### config.mk
export PLATFORM = sky130hd
export DESIGN_NAME = serial_terminal_ring_buffers_top
export DESIGN_NICKNAME = d
export VERILOG_FILES = /design/src/rtl/core/stb_pkg.sv /design/src/rtl/core/stb_ram.sv /design/src/rtl/core/stb_ring.sv /design/src/rtl/core/serial_terminal_ring_buffers_top.sv
export SDC_FILE = /design/constraint.sdc
export NUM_CORES = 2
export LEC_CHECK = 0
export BUFFER_PORTS_ARGS = -buffer_cell sky130_fd_sc_hd__buf_2
export CAP_MARGIN = 20
export CORE_MARGIN = 1.5
export CORE_UTILIZATION = 50
export DETAILED_ROUTE_END_ITERATION = 7
export HOLD_SLACK_MARGIN = 0.05
export PLACE_DENSITY = 0.68
export SETUP_SLACK_MARGIN = 0.4
export SLEW_MARGIN = 10
export SYNTH_ARGS = -nofsm -noshare
export SYNTH_HDL_FRONTEND = slang
export SYNTH_SLANG_ARGS = --single-unit
### constraint.sdc
create_clock -name clk -period 9.2 [get_ports clk]
set_input_delay 0.92 -clock clk [delete_from_list [all_inputs] [get_ports clk]]
set_output_delay 0.92 -clock clk [all_outputs]
set_load 0.02 [all_outputs]
### src/rtl/core/stb_pkg.sv
`timescale 1ns / 1ps
// ---------------------------------------------------------------------------
// stb_pkg
// Types, codes and character constants for the serial terminal ring buffers.
// ---------------------------------------------------------------------------
package stb_pkg;

    localparam int TX_DEPTH_DEF = 256;
    localparam int RX_DEPTH_DEF = 16;
    localparam int BYTE_W       = 8;
    localparam int OP_W         = 3;
    localparam int STATUS_W     = 2;
    localparam int CFG_INDEX_W  = 1;
    localparam int CFG_DATA_W   = 1;

    // operation codes of an input beat
    typedef enum logic [OP_W-1:0] {
        OP_PUT        = 3'd0,
        OP_GET        = 3'd1,
        OP_LINE_RX    = 3'd2,
        OP_LINE_READY = 3'd3,
        OP_CLEAR_RX   = 3'd4
    } op_t;

    // result status codes
    typedef enum logic [STATUS_W-1:0] {
        STATUS_OK      = 2'd0,
        STATUS_EMPTY   = 2'd1,
        STATUS_DROPPED = 2'd2
    } status_t;

    // configuration register indexes
    typedef enum logic [CFG_INDEX_W-1:0] {
        CFG_ECHO_ENABLE      = 1'b0,
        CFG_ARROW_MAP_ENABLE = 1'b1
    } cfg_index_t;

    // sequencer states
    typedef enum logic [1:0] {
        ST_IDLE,
        ST_LF_SECOND,
        ST_READ,
        ST_DONE
    } state_t;

    // character constants
    localparam logic [BYTE_W-1:0] CHAR_ESC      = 8'h1B;
    localparam logic [BYTE_W-1:0] CHAR_LBRACKET = 8'h5B;
    localparam logic [BYTE_W-1:0] CHAR_CR       = 8'h0D;
    localparam logic [BYTE_W-1:0] CHAR_LF       = 8'h0A;
    localparam logic [BYTE_W-1:0] CHAR_UP       = 8'h41;
    localparam logic [BYTE_W-1:0] CHAR_DOWN     = 8'h42;
    localparam logic [BYTE_W-1:0] CHAR_RIGHT    = 8'h43;
    localparam logic [BYTE_W-1:0] CHAR_LEFT     = 8'h44;
    localparam logic [BYTE_W-1:0] CHAR_W        = 8'h77;
    localparam logic [BYTE_W-1:0] CHAR_S        = 8'h73;
    localparam logic [BYTE_W-1:0] CHAR_D        = 8'h64;
    localparam logic [BYTE_W-1:0] CHAR_A        = 8'h61;

    typedef struct packed {
        logic [OP_W-1:0]   operation;
        logic [BYTE_W-1:0] data_byte;
    } in_item_t;

    typedef struct packed {
        logic [STATUS_W-1:0] status;
        logic [BYTE_W-1:0]   out_byte;
        logic                out_valid;
        logic                rx_has_data;
        logic                overrun;
        logic                tx_pending;
    } out_item_t;

    // ring control and status between the sequencer and a ring
    typedef struct packed {
        logic push;
        logic pop;
        logic clear;
    } ring_ctrl_t;

    typedef struct packed {
        logic empty;
        logic full;
    } ring_stat_t;

    // escape arrow sequence mapping on the byte being returned
    function automatic logic [BYTE_W-1:0] arrow_map(
        input logic [BYTE_W-1:0] b,
        input logic [BYTE_W-1:0] older,
        input logic [BYTE_W-1:0] newer
    );
        logic [BYTE_W-1:0] r;
        r = b;
        if (older == CHAR_ESC && newer == CHAR_LBRACKET)
        begin
            case (b)
                CHAR_UP:    r = CHAR_W;
                CHAR_DOWN:  r = CHAR_S;
                CHAR_RIGHT: r = CHAR_D;
                CHAR_LEFT:  r = CHAR_A;
                default:    r = b;
            endcase
        end
        return r;
    endfunction

endpackage

### src/rtl/core/stb_ram.sv
`timescale 1ns / 1ps
// ---------------------------------------------------------------------------
// stb_ram
// Generic single-write, single-read memory with registered read data.
// ---------------------------------------------------------------------------
module stb_ram #(
    parameter int WIDTH = stb_pkg::BYTE_W,
    parameter int DEPTH = stb_pkg::RX_DEPTH_DEF
) (
    input  logic                     clk,
    input  logic                     we,
    input  logic [$clog2(DEPTH)-1:0] waddr,
    input  logic [WIDTH-1:0]         wdata,
    input  logic                     re,
    input  logic [$clog2(DEPTH)-1:0] raddr,
    output logic [WIDTH-1:0]         rdata
);

    logic [WIDTH-1:0] mem_reg [DEPTH];
    logic [WIDTH-1:0] rdata_reg;

    // write port and registered read port
    always_ff @(posedge clk)
    begin
        if (we)
        begin
            mem_reg[waddr] <= wdata;
        end
        if (re)
        begin
            rdata_reg <= mem_reg[raddr];
        end
    end

    assign rdata = rdata_reg;

endmodule

### src/rtl/core/stb_ring.sv
`timescale 1ns / 1ps
// ---------------------------------------------------------------------------
// stb_ring
// Byte ring: write and read pointers and a fill count around one memory.
// ---------------------------------------------------------------------------
module stb_ring #(
    parameter int DEPTH = stb_pkg::RX_DEPTH_DEF
) (
    input  logic                        clk,
    input  logic                        rst_n,
    input  stb_pkg::ring_ctrl_t         ctrl,
    input  logic [stb_pkg::BYTE_W-1:0]  wdata,
    output logic [stb_pkg::BYTE_W-1:0]  rdata,
    output stb_pkg::ring_stat_t         stat
);

    localparam int AW = $clog2(DEPTH);
    localparam int CW = $clog2(DEPTH + 1);
    localparam logic [AW-1:0] LAST_IDX = AW'(DEPTH - 1);
    localparam logic [CW-1:0] FULL_CNT = CW'(DEPTH);

    logic [AW-1:0] wr_ptr_reg, wr_ptr_next;
    logic [AW-1:0] rd_ptr_reg, rd_ptr_next;
    logic [CW-1:0] count_reg, count_next;
    logic          do_push, do_pop;

    assign stat.empty = (count_reg == '0);
    assign stat.full  = (count_reg == FULL_CNT);
    assign do_push    = ctrl.push && !stat.full;
    assign do_pop     = ctrl.pop && !stat.empty;

    // pointer and count update, wrapping at the ring depth
    always_comb
    begin
        wr_ptr_next = wr_ptr_reg;
        rd_ptr_next = rd_ptr_reg;
        count_next  = count_reg;
        if (ctrl.clear)
        begin
            wr_ptr_next = '0;
            rd_ptr_next = '0;
            count_next  = '0;
        end
        else
        begin
            if (do_push)
            begin
                wr_ptr_next = (wr_ptr_reg == LAST_IDX) ? '0 : wr_ptr_reg + AW'(1);
            end
            if (do_pop)
            begin
                rd_ptr_next = (rd_ptr_reg == LAST_IDX) ? '0 : rd_ptr_reg + AW'(1);
            end
            case ({do_push, do_pop})
                2'b10:   count_next = count_reg + CW'(1);
                2'b01:   count_next = count_reg - CW'(1);
                default: count_next = count_reg;
            endcase
        end
    end

    always_ff @(posedge clk or negedge rst_n)
    begin
        if (!rst_n)
        begin
            wr_ptr_reg <= '0;
            rd_ptr_reg <= '0;
            count_reg  <= '0;
        end
        else
        begin
            wr_ptr_reg <= wr_ptr_next;
            rd_ptr_reg <= rd_ptr_next;
            count_reg  <= count_next;
        end
    end

    // ring storage
    stb_ram #(
        .WIDTH (stb_pkg::BYTE_W),
        .DEPTH (DEPTH)
    ) u_ram (
        .clk   (clk),
        .we    (do_push),
        .waddr (wr_ptr_reg),
        .wdata (wdata),
        .re    (do_pop),
        .raddr (rd_ptr_reg),
        .rdata (rdata)
    );

endmodule

### src/rtl/core/serial_terminal_ring_buffers_top.sv
`timescale 1ns / 1ps
// An accepted item passes ST_READ first for a get or line ready that pops a byte,
// and ST_LF_SECOND first for a put or echo that writes a line feed pair; the
// registered result beat is issued from ST_DONE, which waits out an output stall.
// One item at a time: in_stall holds new items off until the state is ST_IDLE again.
// Reset (asynchronous, active low) clears pointers, counts, flags and the arrow
// history; ring memory contents are not cleared and need no clearing pass.
// ---------------------------------------------------------------------------
// serial_terminal_ring_buffers_top
// Transmit and receive byte rings with line feed expansion, echo, overrun
// flag and escape arrow mapping, driven by a small sequencer.
// ---------------------------------------------------------------------------
module serial_terminal_ring_buffers_top #(
    parameter int TX_DEPTH = stb_pkg::TX_DEPTH_DEF,
    parameter int RX_DEPTH = stb_pkg::RX_DEPTH_DEF
) (
    input  logic                            clk,
    input  logic                            rst_n,
    input  logic                            in_valid,
    output logic                            in_stall,
    input  stb_pkg::in_item_t               in_item,
    output logic                            out_valid,
    input  logic                            out_stall,
    output stb_pkg::out_item_t              out_item,
    input  logic                            cfg_we,
    input  logic [stb_pkg::CFG_INDEX_W-1:0] cfg_index,
    input  logic [stb_pkg::CFG_DATA_W-1:0]  cfg_data
);

    stb_pkg::state_t    state_reg, state_next;
    stb_pkg::op_t       op_reg, op_next;
    stb_pkg::ring_ctrl_t tx_ctrl, rx_ctrl;
    stb_pkg::ring_stat_t tx_stat, rx_stat;

    logic [stb_pkg::BYTE_W-1:0]   tx_wdata, rx_wdata, tx_rdata, rx_rdata;
    logic [stb_pkg::BYTE_W-1:0]   older_reg, older_next, newer_reg, newer_next;
    logic [stb_pkg::BYTE_W-1:0]   got_byte;
    logic [stb_pkg::STATUS_W-1:0] res_status_reg, res_status_next;
    logic [stb_pkg::BYTE_W-1:0]   res_byte_reg, res_byte_next;
    logic                         res_valid_reg, res_valid_next;
    logic                         overrun_reg, overrun_next;
    logic                         echo_reg, arrow_reg;
    logic                         out_valid_reg, out_valid_next;
    stb_pkg::out_item_t           out_item_reg, out_item_next;
    logic                         accept, out_free, echo_go, in_is_lf;

    assign accept   = in_valid && (state_reg == stb_pkg::ST_IDLE);
    assign in_stall = (state_reg != stb_pkg::ST_IDLE);
    assign out_free = !out_valid_reg || !out_stall;
    assign echo_go  = echo_reg && !tx_stat.full;
    assign in_is_lf = (in_item.data_byte == stb_pkg::CHAR_LF);
    assign got_byte = arrow_reg ? stb_pkg::arrow_map(rx_rdata, older_reg, newer_reg)
                                : rx_rdata;

    // configuration registers
    always_ff @(posedge clk or negedge rst_n)
    begin
        if (!rst_n)
        begin
            echo_reg  <= 1'b0;
            arrow_reg <= 1'b1;
        end
        else if (cfg_we)
        begin
            unique case (cfg_index)
                stb_pkg::CFG_ECHO_ENABLE:      echo_reg  <= cfg_data[0];
                stb_pkg::CFG_ARROW_MAP_ENABLE: arrow_reg <= cfg_data[0];
                default:                       ;
            endcase
        end
    end

    // next state
    always_comb
    begin
        state_next = state_reg;
        unique case (state_reg)
            stb_pkg::ST_IDLE:
            begin
                if (accept)
                begin
                    state_next = stb_pkg::ST_DONE;
                    unique case (in_item.operation)
                        stb_pkg::OP_PUT:
                            if (in_is_lf) state_next = stb_pkg::ST_LF_SECOND;
                        stb_pkg::OP_GET:
                            if (!rx_stat.empty) state_next = stb_pkg::ST_READ;
                        stb_pkg::OP_LINE_RX:
                            if (echo_go && in_is_lf) state_next = stb_pkg::ST_LF_SECOND;
                        stb_pkg::OP_LINE_READY:
                            if (!tx_stat.empty) state_next = stb_pkg::ST_READ;
                        default:
                            state_next = stb_pkg::ST_DONE;
                    endcase
                end
            end
            stb_pkg::ST_LF_SECOND: state_next = stb_pkg::ST_DONE;
            stb_pkg::ST_READ:      state_next = stb_pkg::ST_DONE;
            stb_pkg::ST_DONE:
                if (out_free) state_next = stb_pkg::ST_IDLE;
            default:               state_next = stb_pkg::ST_IDLE;
        endcase
    end

    // ring control, result and flag updates
    always_comb
    begin
        tx_ctrl         = '0;
        rx_ctrl         = '0;
        tx_wdata        = in_is_lf ? stb_pkg::CHAR_CR : in_item.data_byte;
        rx_wdata        = (in_item.data_byte == stb_pkg::CHAR_CR) ? stb_pkg::CHAR_LF
                                                                  : in_item.data_byte;
        op_next         = op_reg;
        res_status_next = res_status_reg;
        res_byte_next   = res_byte_reg;
        res_valid_next  = res_valid_reg;
        overrun_next    = overrun_reg;
        older_next      = older_reg;
        newer_next      = newer_reg;
        out_valid_next  = out_valid_reg && out_stall;
        out_item_next   = out_item_reg;
        unique case (state_reg)
            stb_pkg::ST_IDLE:
            begin
                if (accept)
                begin
                    op_next         = stb_pkg::op_t'(in_item.operation);
                    res_status_next = stb_pkg::STATUS_OK;
                    res_byte_next   = '0;
                    res_valid_next  = 1'b0;
                    unique case (in_item.operation)
                        stb_pkg::OP_PUT:
                        begin
                            tx_ctrl.push = 1'b1;
                            if (!in_is_lf && tx_stat.full)
                            begin
                                res_status_next = stb_pkg::STATUS_DROPPED;
                            end
                        end
                        stb_pkg::OP_GET:
                        begin
                            if (rx_stat.empty)
                            begin
                                res_status_next = stb_pkg::STATUS_EMPTY;
                            end
                            rx_ctrl.pop = 1'b1;
                        end
                        stb_pkg::OP_LINE_RX:
                        begin
                            tx_ctrl.push = echo_go;
                            if (rx_stat.full)
                            begin
                                overrun_next    = 1'b1;
                                res_status_next = stb_pkg::STATUS_DROPPED;
                            end
                            rx_ctrl.push = 1'b1;
                        end
                        stb_pkg::OP_LINE_READY:
                        begin
                            if (tx_stat.empty)
                            begin
                                res_status_next = stb_pkg::STATUS_EMPTY;
                            end
                            tx_ctrl.pop = 1'b1;
                        end
                        stb_pkg::OP_CLEAR_RX:
                            rx_ctrl.clear = 1'b1;
                        default:
                            ;
                    endcase
                end
            end
            // second entry of a carriage return and line feed pair
            stb_pkg::ST_LF_SECOND:
            begin
                tx_wdata     = stb_pkg::CHAR_LF;
                tx_ctrl.push = 1'b1;
                if (op_reg == stb_pkg::OP_PUT && tx_stat.full)
                begin
                    res_status_next = stb_pkg::STATUS_DROPPED;
                end
            end
            // read data from the popped ring
            stb_pkg::ST_READ:
            begin
                res_valid_next = 1'b1;
                if (op_reg == stb_pkg::OP_GET)
                begin
                    res_byte_next = got_byte;
                    older_next    = newer_reg;
                    newer_next    = got_byte;
                end
                else
                begin
                    res_byte_next = tx_rdata;
                end
            end
            stb_pkg::ST_DONE:
            begin
                if (out_free)
                begin
                    out_valid_next            = 1'b1;
                    out_item_next.status      = res_status_reg;
                    out_item_next.out_byte    = res_byte_reg;
                    out_item_next.out_valid   = res_valid_reg;
                    out_item_next.rx_has_data = !rx_stat.empty;
                    out_item_next.overrun     = overrun_reg;
                    out_item_next.tx_pending  = !tx_stat.empty;
                end
            end
            default:
                ;
        endcase
    end

    // control state
    always_ff @(posedge clk or negedge rst_n)
    begin
        if (!rst_n)
        begin
            state_reg     <= stb_pkg::ST_IDLE;
            op_reg        <= stb_pkg::OP_PUT;
            overrun_reg   <= 1'b0;
            older_reg     <= '0;
            newer_reg     <= '0;
            out_valid_reg <= 1'b0;
        end
        else
        begin
            state_reg     <= state_next;
            op_reg        <= op_next;
            overrun_reg   <= overrun_next;
            older_reg     <= older_next;
            newer_reg     <= newer_next;
            out_valid_reg <= out_valid_next;
        end
    end

    // result payload
    always_ff @(posedge clk)
    begin
        res_status_reg <= res_status_next;
        res_byte_reg   <= res_byte_next;
        res_valid_reg  <= res_valid_next;
        out_item_reg   <= out_item_next;
    end

    assign out_valid = out_valid_reg;
    assign out_item  = out_item_reg;

    // transmit ring
    stb_ring #(
        .DEPTH (TX_DEPTH)
    ) u_tx_ring (
        .clk   (clk),
        .rst_n (rst_n),
        .ctrl  (tx_ctrl),
        .wdata (tx_wdata),
        .rdata (tx_rdata),
        .stat  (tx_stat)
    );

    // receive ring
    stb_ring #(
        .DEPTH (RX_DEPTH)
    ) u_rx_ring (
        .clk   (clk),
        .rst_n (rst_n),
        .ctrl  (rx_ctrl),
        .wdata (rx_wdata),
        .rdata (rx_rdata),
        .stat  (rx_stat)
    );

endmodule

Yosys cells after proc, flatten, opt, wreduce, memory -nomap -nowiden
Memory sizes are Yosys's and may differ from the RTL's. A register that Yosys moved wholly into a read port is not among the register bits.
Index checks and enable logic that the tools add are counted.

word-level totals
  memories kept = 2
  latch bits = 0
  bits in read-only memories = 0
  flip-flop bits (word level) = 88
  word-level logic and storage cells = 158
  RAM bits = 2176
  input bits = 18
  output and inout bits = 16

memory list
  name                     depth  bits a word  rd ports  clocked after memory_dff  write ports  RTL line       text
  u_tx_ring.u_ram.mem_reg  256    8            1         1                         1            stb_ram.sv:19  logic [WIDTH-1:0] mem_reg [DEPTH];
  u_rx_ring.u_ram.mem_reg  16     8            1         1                         1            stb_ram.sv:19

operators by class
  multipliers = 0
  divide/modulo/power cells = 0
  bitwise operators = 1
  reductions and logical operators = 41
  multiplexer cells = 54
  add/sub/neg operators = 8
  shifts and indexed selects = 0
  $lt $le $gt $ge = 0
  eq/ne operators = 29

operator list
  operator                                           count
  two-way mux 8 bit                                  9
  == test 8 x 7 -> 1 bit (second input constant)     5
  one-hot mux 8 bit (4 select lines)                 1
  two-way mux 4 bit                                  6
  two-way mux 2 bit                                  9
  one-hot mux 9 bit (2 select lines)                 1
  adder 8 x 1 -> 8 bit (second input constant)       2
  == test 8 x 4 -> 1 bit (second input constant)     2
  == test 8 bit (second input constant)              2
  two-way mux 1 bit                                  16
  one-hot mux 2 bit (4 select lines)                 2
  one-hot mux 8 bit (2 select lines)                 1
  AND reduction 2 bit                                7
  nonzero test 2 bit                                 6
  logical AND 1 bit                                  11
  one-hot mux 5 bit (2 select lines)                 1
  adder 9 x 1 -> 9 bit (second input constant)       1
  == test 9 bit (second input constant)              1
  logical NOT 9 bit                                  1
  subtractor 9 x 1 -> 9 bit (second input constant)  1
  adder 4 x 1 -> 4 bit (second input constant)       2
  == test 2 bit (second input constant)              4
  == test 4 bit (second input constant)              2
  == test 8 x 5 -> 1 bit (second input constant)     1
  other kinds (23)                                   39

Depth between registers and ports, before layout
  depth in word-level cells = 9
  mapped depth = 16
  depth with buffers taken out = 15

Cells and area by module
A second synthesis with hierarchy kept.

second synthesis, totals
  cells, all modules = 4459
  area total of the unflattened synthesis = 89788.6 µm²

modules (own cells, without submodules)
  module                            sequential area each (µm²)  area an instance (µm²)  cells each  times used
  stb_ram (u_tx_ring.u_ram)         61739.2                     79636.4                 3733        1
  stb_ram (u_rx_ring.u_ram)         4083.9                      5227.5                  229         1
  serial_terminal_ring_buffers_top  1377.6                      2328.5                  217         1
  stb_ring (u_tx_ring)              625.6                       1650.3                  181         1
  stb_ring (u_rx_ring)              325.3                       945.9                   99          1

Least setup slack after synthesis
No wires, ideal clock.

  kind = input to register
  start = in in_item[5] (netlist name)
  end = mem u_tx_ring.u_ram.mem_reg[0][1] (netlist name), data pin
  arrival = 7644 ps
  path buffers = 0
  slack = 53 ps
  stages on the path = 4
  required time = 7697 ps
  library setup time = 1503 ps
  cells stage by stage = nor4_1 > nand2_1 > nor4_1 > o21bai_1

between the ends
  word-level cells in the longest chain between the ends = 3

RTL lines
  item                          RTL line                                 text
  start: declaration            serial_terminal_ring_buffers_top.sv:21   input stb_pkg::in_item_t in_item,
  == test 8 x 4 -> 1 bit        serial_terminal_ring_buffers_top.sv:51   assign in_is_lf = (in_item.data_byte == stb_pkg::CHAR_LF);
  two-way mux 8 bit             serial_terminal_ring_buffers_top.sv:110  tx_wdata = in_is_lf ? stb_pkg::CHAR_CR : in_item.data_byte;
  two-way mux 8 bit             serial_terminal_ring_buffers_top.sv:122  unique case (state_reg)
  named net tx_wdata (one bit)  serial_terminal_ring_buffers_top.sv:35   logic [stb_pkg::BYTE_W-1:0] tx_wdata, rx_wdata, tx_rdata, rx_rdata;
  end: declaration              stb_ram.sv:19

The timed path passes the listed nets, and every way through them passes these cells.

Worst setup path in the final report
  start = reg state_reg[0]
  end = reg u_tx_ring.count_reg[8]

between the ends
  word-level cells in the longest chain between the ends = 7
  elaborated cells on any way between the ends = 12
  classes of those cells = eq/ne (3); mux (4); reduce/logical (5)

RTL lines
  item                                                                      RTL line                                                                         text
  start: declaration                                                        serial_terminal_ring_buffers_top.sv:30                                           stb_pkg::state_t state_reg, state_next;
  start signal: assignment                                                  serial_terminal_ring_buffers_top.sv:221                                          state_reg <= stb_pkg::ST_IDLE;
  start signal: assignment                                                  serial_terminal_ring_buffers_top.sv:230                                          state_reg <= state_next;
  logical NOT 2 bit                                                         serial_terminal_ring_buffers_top.sv:47, serial_terminal_ring_buffers_top.sv:122
  logical AND 1 bit                                                         serial_terminal_ring_buffers_top.sv:47                                           assign accept = in_valid && (state_reg == stb_pkg::ST_IDLE);
  two-way mux 2 bit                                                         serial_terminal_ring_buffers_top.sv:125                                          if (accept)
  one-hot mux 1 bit (2 select lines) or two-way mux 1 bit (tied branches)   serial_terminal_ring_buffers_top.sv:122
  logical AND 1 bit (on tied branches)                                      stb_ring.sv:29, stb_ring.sv:30
  == test 2 x 1 -> 1 bit or == test 2 bit (tied branches)                   stb_ring.sv:54                                                                   case ({do_push, do_pop})
  one-hot mux 9 bit (2 select lines) or nonzero test 2 bit (tied branches)  n/a
  end signal: assignment                                                    stb_ring.sv:74                                                                   count_reg <= count_next;
  end: declaration                                                          stb_ring.sv:24                                                                   logic [CW-1:0] count_reg, count_next;

Parallel ways exist; a longest one is shown, timed or not.
A chain may end at the register's enable or synchronous reset.

==> run_summary.xml <==
<?xml version="1.0" encoding="UTF-8"?>
<metrics>
  <group name="pwr">
    <metric name="powerDensity" unit="nW/um^2">266</metric>
    <metric name="power.static_leakage" unit="uW">0.0308</metric>
    <metric name="vdd_ir_drop_max" unit="V">0.000243</metric>
  </group>
  <group name="min_path">
    <metric name="timing.hold.worst.class" unit="">in -&gt; async</metric>
  </group>
  <group name="layout">
    <metric name="instances_no_fill" unit="">7162</metric>
    <metric name="layout-drive-gt1-share" unit="%">19.9</metric>
    <metric name="post-route-cell-area" unit="um^2">99500</metric>
    <metric name="layout_utilization" unit="%">55.7</metric>
    <metric name="finish.net_count" unit="">4662</metric>
    <metric name="area_delta_synth_final" unit="%">10.9</metric>
    <metric name="max_ffs_per_register" unit="">2048</metric>
  </group>
  <group name="synthesis">
    <metric name="yosysUniqueCellTypes" unit="">83</metric>
    <metric name="synth_edf_count" unit="">2217</metric>
    <metric name="synth_nets" unit="">4579</metric>
    <metric name="synth_sequential_area_ratio" unit="%">76.0</metric>
    <metric name="mappedNetlistArea" unit="um^2">89700</metric>
    <metric name="async_reset_ff_share" unit="%">2.76</metric>
    <metric name="yosys_warnings" unit="">0</metric>
    <metric name="synth-main-ff-cell" unit="">edfxtp_1</metric>
    <metric name="synth_seq_cells" unit="">2280</metric>
    <metric name="synthCells" unit="">4533</metric>
    <metric name="post_synth.cell_area_avg" unit="um^2">19.8</metric>
  </group>
  <group name="outcome">
    <metric name="status" unit="">finished clean</metric>
  </group>
  <group name="setup_path">
    <metric name="path_max_fanout" unit="">17</metric>
    <metric name="worstSetupPathType" unit="">reg -&gt; reg</metric>
    <metric name="r2r_setup_slack" unit="ps">3970</metric>
    <metric name="critical_path.endpoint_type" unit="">flop</metric>
    <metric name="cp_startpoint" unit="">state_reg[0]$_DFFE_PN0P_</metric>
    <metric name="worst_setup_path_endpoint" unit="">u_tx_ring.count_reg[8]$_DFFE_PN0P_</metric>
    <metric name="timing.critical_path.from_type" unit="">flop</metric>
    <metric name="worst_r2r_endpoint" unit="">u_tx_ring.count_reg[8]$_DFFE_PN0P_</metric>
    <metric name="critical_path_required" unit="ps">9970</metric>
    <metric name="arrival" unit="ps">6000</metric>
    <metric name="timing.rr.start" unit="">state_reg[0]$_DFFE_PN0P_</metric>
    <metric name="reg2reg_depth" unit="">15</metric>
  </group>
  <group name="sta">
    <metric name="setup_viol_count_final" unit="">0</metric>
    <metric name="worst_slew_margin_rel" unit="%">13.9</metric>
    <metric name="tightest_slew" unit="ps">1290</metric>
    <metric name="finalClockSkew" unit="ps">39.4</metric>
    <metric name="rsz_0062_raised_after_global_routing" unit="">no</metric>
    <metric name="post-route-min-period" unit="ps">5230</metric>
    <metric name="maxSlewViolCount" unit="">0</metric>
    <metric name="fmaxAchievable" unit="MHz">191</metric>
    <metric name="timing.setup.tns" unit="ps">0</metric>
    <metric name="layout_worst_path_cycle_share" unit="%">56.8</metric>
    <metric name="final.setup.worst_slack" unit="ps">3970</metric>
    <metric name="timing_hold_violations_final" unit="">0</metric>
  </group>
  <group name="cts">
    <metric name="cts.reportedPaths.clkPinSlew" unit="ps">60</metric>
    <metric name="clock_tree_from_tritoncts" unit="">done</metric>
    <metric name="tritoncts_num_sinks" unit="">2280</metric>
    <metric name="cts-hold-fix-buffers" unit="">0</metric>
    <metric name="worst_skew_pair.late_latency" unit="ps">870</metric>
    <metric name="post-cts-setup-buffer-count" unit="">0</metric>
    <metric name="ctsLongestPathBuffers" unit="">3</metric>
    <metric name="clock-root-buffer" unit="">clkbuf_16</metric>
    <metric name="cts-htree-levels" unit="">4</metric>
    <metric name="cts_made_buffers" unit="">222</metric>
    <metric name="cts.repair.resized" unit="">0</metric>
  </group>
  <group name="routing">
    <metric name="drt_iter0_drc" unit="">6611</metric>
    <metric name="drc_errors" unit="">0</metric>
    <metric name="wl_per_cell" unit="um">32.4</metric>
    <metric name="detail_route.wirelength" unit="um">232000</metric>
    <metric name="detail-route-antenna-nets" unit="">0</metric>
    <metric name="drt_pass1_iterations" unit="">6</metric>
    <metric name="num_vias" unit="">46600</metric>
    <metric name="detail_route.vias_per_cell" unit="">6.51</metric>
  </group>
  <group name="global_routing">
    <metric name="grt_util_all_layers" unit="%">25.6</metric>
    <metric name="grt_max_degree" unit="">211</metric>
    <metric name="grt_pass1_vias" unit="">45500</metric>
    <metric name="gr-total-overflow" unit="">0</metric>
    <metric name="first_pass_grt_wire_length" unit="um">332000</metric>
    <metric name="initial_antenna_violation_count" unit="">3</metric>
  </group>
  <group name="floorplanning">
    <metric name="fp.dieW" unit="um">427</metric>
    <metric name="num_io_pins" unit="">34</metric>
    <metric name="design.core.area" unit="um^2">178000</metric>
    <metric name="initial_core_util" unit="%">50.3</metric>
    <metric name="placement_rows" unit="">155</metric>
    <metric name="die_area" unit="um^2">182000</metric>
    <metric name="die_height" unit="um">427</metric>
  </group>
  <group name="placed_design">
    <metric name="io_buffer_count" unit="">33</metric>
    <metric name="placement.cell_area" unit="um^2">92200</metric>
    <metric name="gp_congestion" unit="">0.881</metric>
    <metric name="hpwl" unit="um">137000</metric>
    <metric name="pre_cts_slack" unit="ps">3950</metric>
    <metric name="placed_cells" unit="">6744</metric>
  </group>
  <group name="job">
    <metric name="drv.max_cap_violation_count" unit="">0</metric>
  </group>
</metrics>
final cells by class:
class	instances	area (um^2)
Sequential cell	2280	68200
Clock inverter	144	1480
Timing Repair Buffer	134	1110
Fill cell	13100	79000
Antenna cell	5	12.5
Clock buffer	266	5740
Tap cell	2355	2950
Multi-Input combinational cell	1951	19900
Inverter	27	101
power breakdown:
group          switching (uW)  leakage [uW]  internal [uW]
Sequential                173        0.0208          12400
Combinational            3060       0.00648           1800
Clock                    3890       0.00350           5120
Total                    7120        0.0308          19300
kinds of logic (layout without fill, tap and decap cells):
family	Yosys count	after routing	share of synthesized area [%]
DFF	2280	2280	76.0
and+or+nand+nor	702	702	3.50
muxes	687	687	13.9
AOI/OAI and AO/OA	514	514	4.02
buffers and inverters	302	571	1.96
adders and majority gates	28	28	0.407
xor gates and xnor gates	20	20	0.195
other	0	5	0
stage by stage:
stage	hold WS, ps	total power (uW)
after floorplan	400	16300
after global placement	404	17600
after detailed placement	405	17600
after CTS	241	26500
after global routing	289	27200
final	292	26400
Yosys cell counts, types with 34 or more instances:
library cell  count  share of area (%)
a21oi_1         100               0.56
a221oi_1         47               0.46
a22oi_1          72               0.60
buf_2            68               0.38
buf_6            34               0.43
clkbuf_1        123               0.51
dfrtp_1          62                1.7
edfxtp_1       2217                 74
mux2i_1         215                2.4
mux4_2          448                 11
nand2_1         176               0.74
nand3_1          52               0.29
nor2_1          326                1.4
o21ai_0          63               0.35
cells in the final DEF (no fill, tap or decap), types with 10 or more instances in the layout:
| cell type | netlist | layout |
|---|---|---|
| bufinv_16 | 0 | 24 |
| edfxtp_1 | 2217 | 2217 |
| a211oi_1 | 26 | 26 |
| inv_1 | 25 | 23 |
| clkinv_1 | 2 | 67 |
| a32oi_1 | 10 | 10 |
| a22oi_1 | 72 | 72 |
| a31oi_1 | 24 | 24 |
| nand2_1 | 176 | 174 |
| xnor2_1 | 14 | 14 |
| nor2b_1 | 19 | 11 |
| mux2_2 | 24 | 24 |
| dfrtp_1 | 62 | 55 |
| mux2i_1 | 215 | 215 |
| ha_1 | 26 | 26 |
| o211ai_1 | 13 | 13 |
| nor2_1 | 326 | 321 |
| a21oi_1 | 100 | 100 |
| o21ai_1 | 13 | 13 |
| clkinv_2 | 0 | 32 |
| buf_2 | 68 | 33 |
| a221oi_1 | 47 | 47 |
| mux4_2 | 448 | 448 |
| or3_1 | 10 | 10 |
| o221ai_1 | 30 | 30 |
| buf_4 | 21 | 85 |
| and2_1 | 12 | 11 |
| o21ai_0 | 63 | 63 |
| nand3_1 | 52 | 52 |
| clkbuf_1 | 123 | 43 |
| clkbuf_16 | 0 | 223 |
| nor3_1 | 28 | 28 |
| nor4_1 | 15 | 15 |
| o22ai_1 | 20 | 20 |
| buf_12 | 8 | 14 |
| a21o_1 | 15 | 15 |
| nand4_1 | 13 | 13 |
| a22o_1 | 21 | 21 |
critical path, stage by stage (launching register included):
cell       delay [ps]
dfrtp_1           410
inv_1             120
ha_1              290
nand2_1           260
a2111oi_0         620
o21a_1            720
inv_1             400
ha_1              450
fa_1              470
a21o_1            200
a21oi_1           230
nor2b_1            80
o21a_1            190
o41ai_1           320
mux2i_1           270
xnor2_1           130
per-layer routing:
metal	GRT usage, %	vias to the layer above	part of all wire, %
li1	-	18800	-
met1	36.1	24400	39
met2	38.9	2945	46
met3	6.46	476	11
met4	9.52	2	3.9
met5	0	-	0.0056
worst min-delay path by stage:
stage | end | slack, ps | cells after the start
floorplan | out_item[10]$_DFFE_PP_ | 400 | 0
global placement | out_item[8]$_DFFE_PP_ | 400 | 0
detailed placement | out_item[5]$_DFFE_PP_ | 400 | 0
CTS | out_valid$_DFF_PN0_ | 240 | 2
global route | out_valid$_DFF_PN0_ | 290 | 2
finish | u_rx_ring.count_reg[1]$_DFFE_PN0P_ | 290 | 2
No activity file was read; power rests on OpenSTA's default activity.
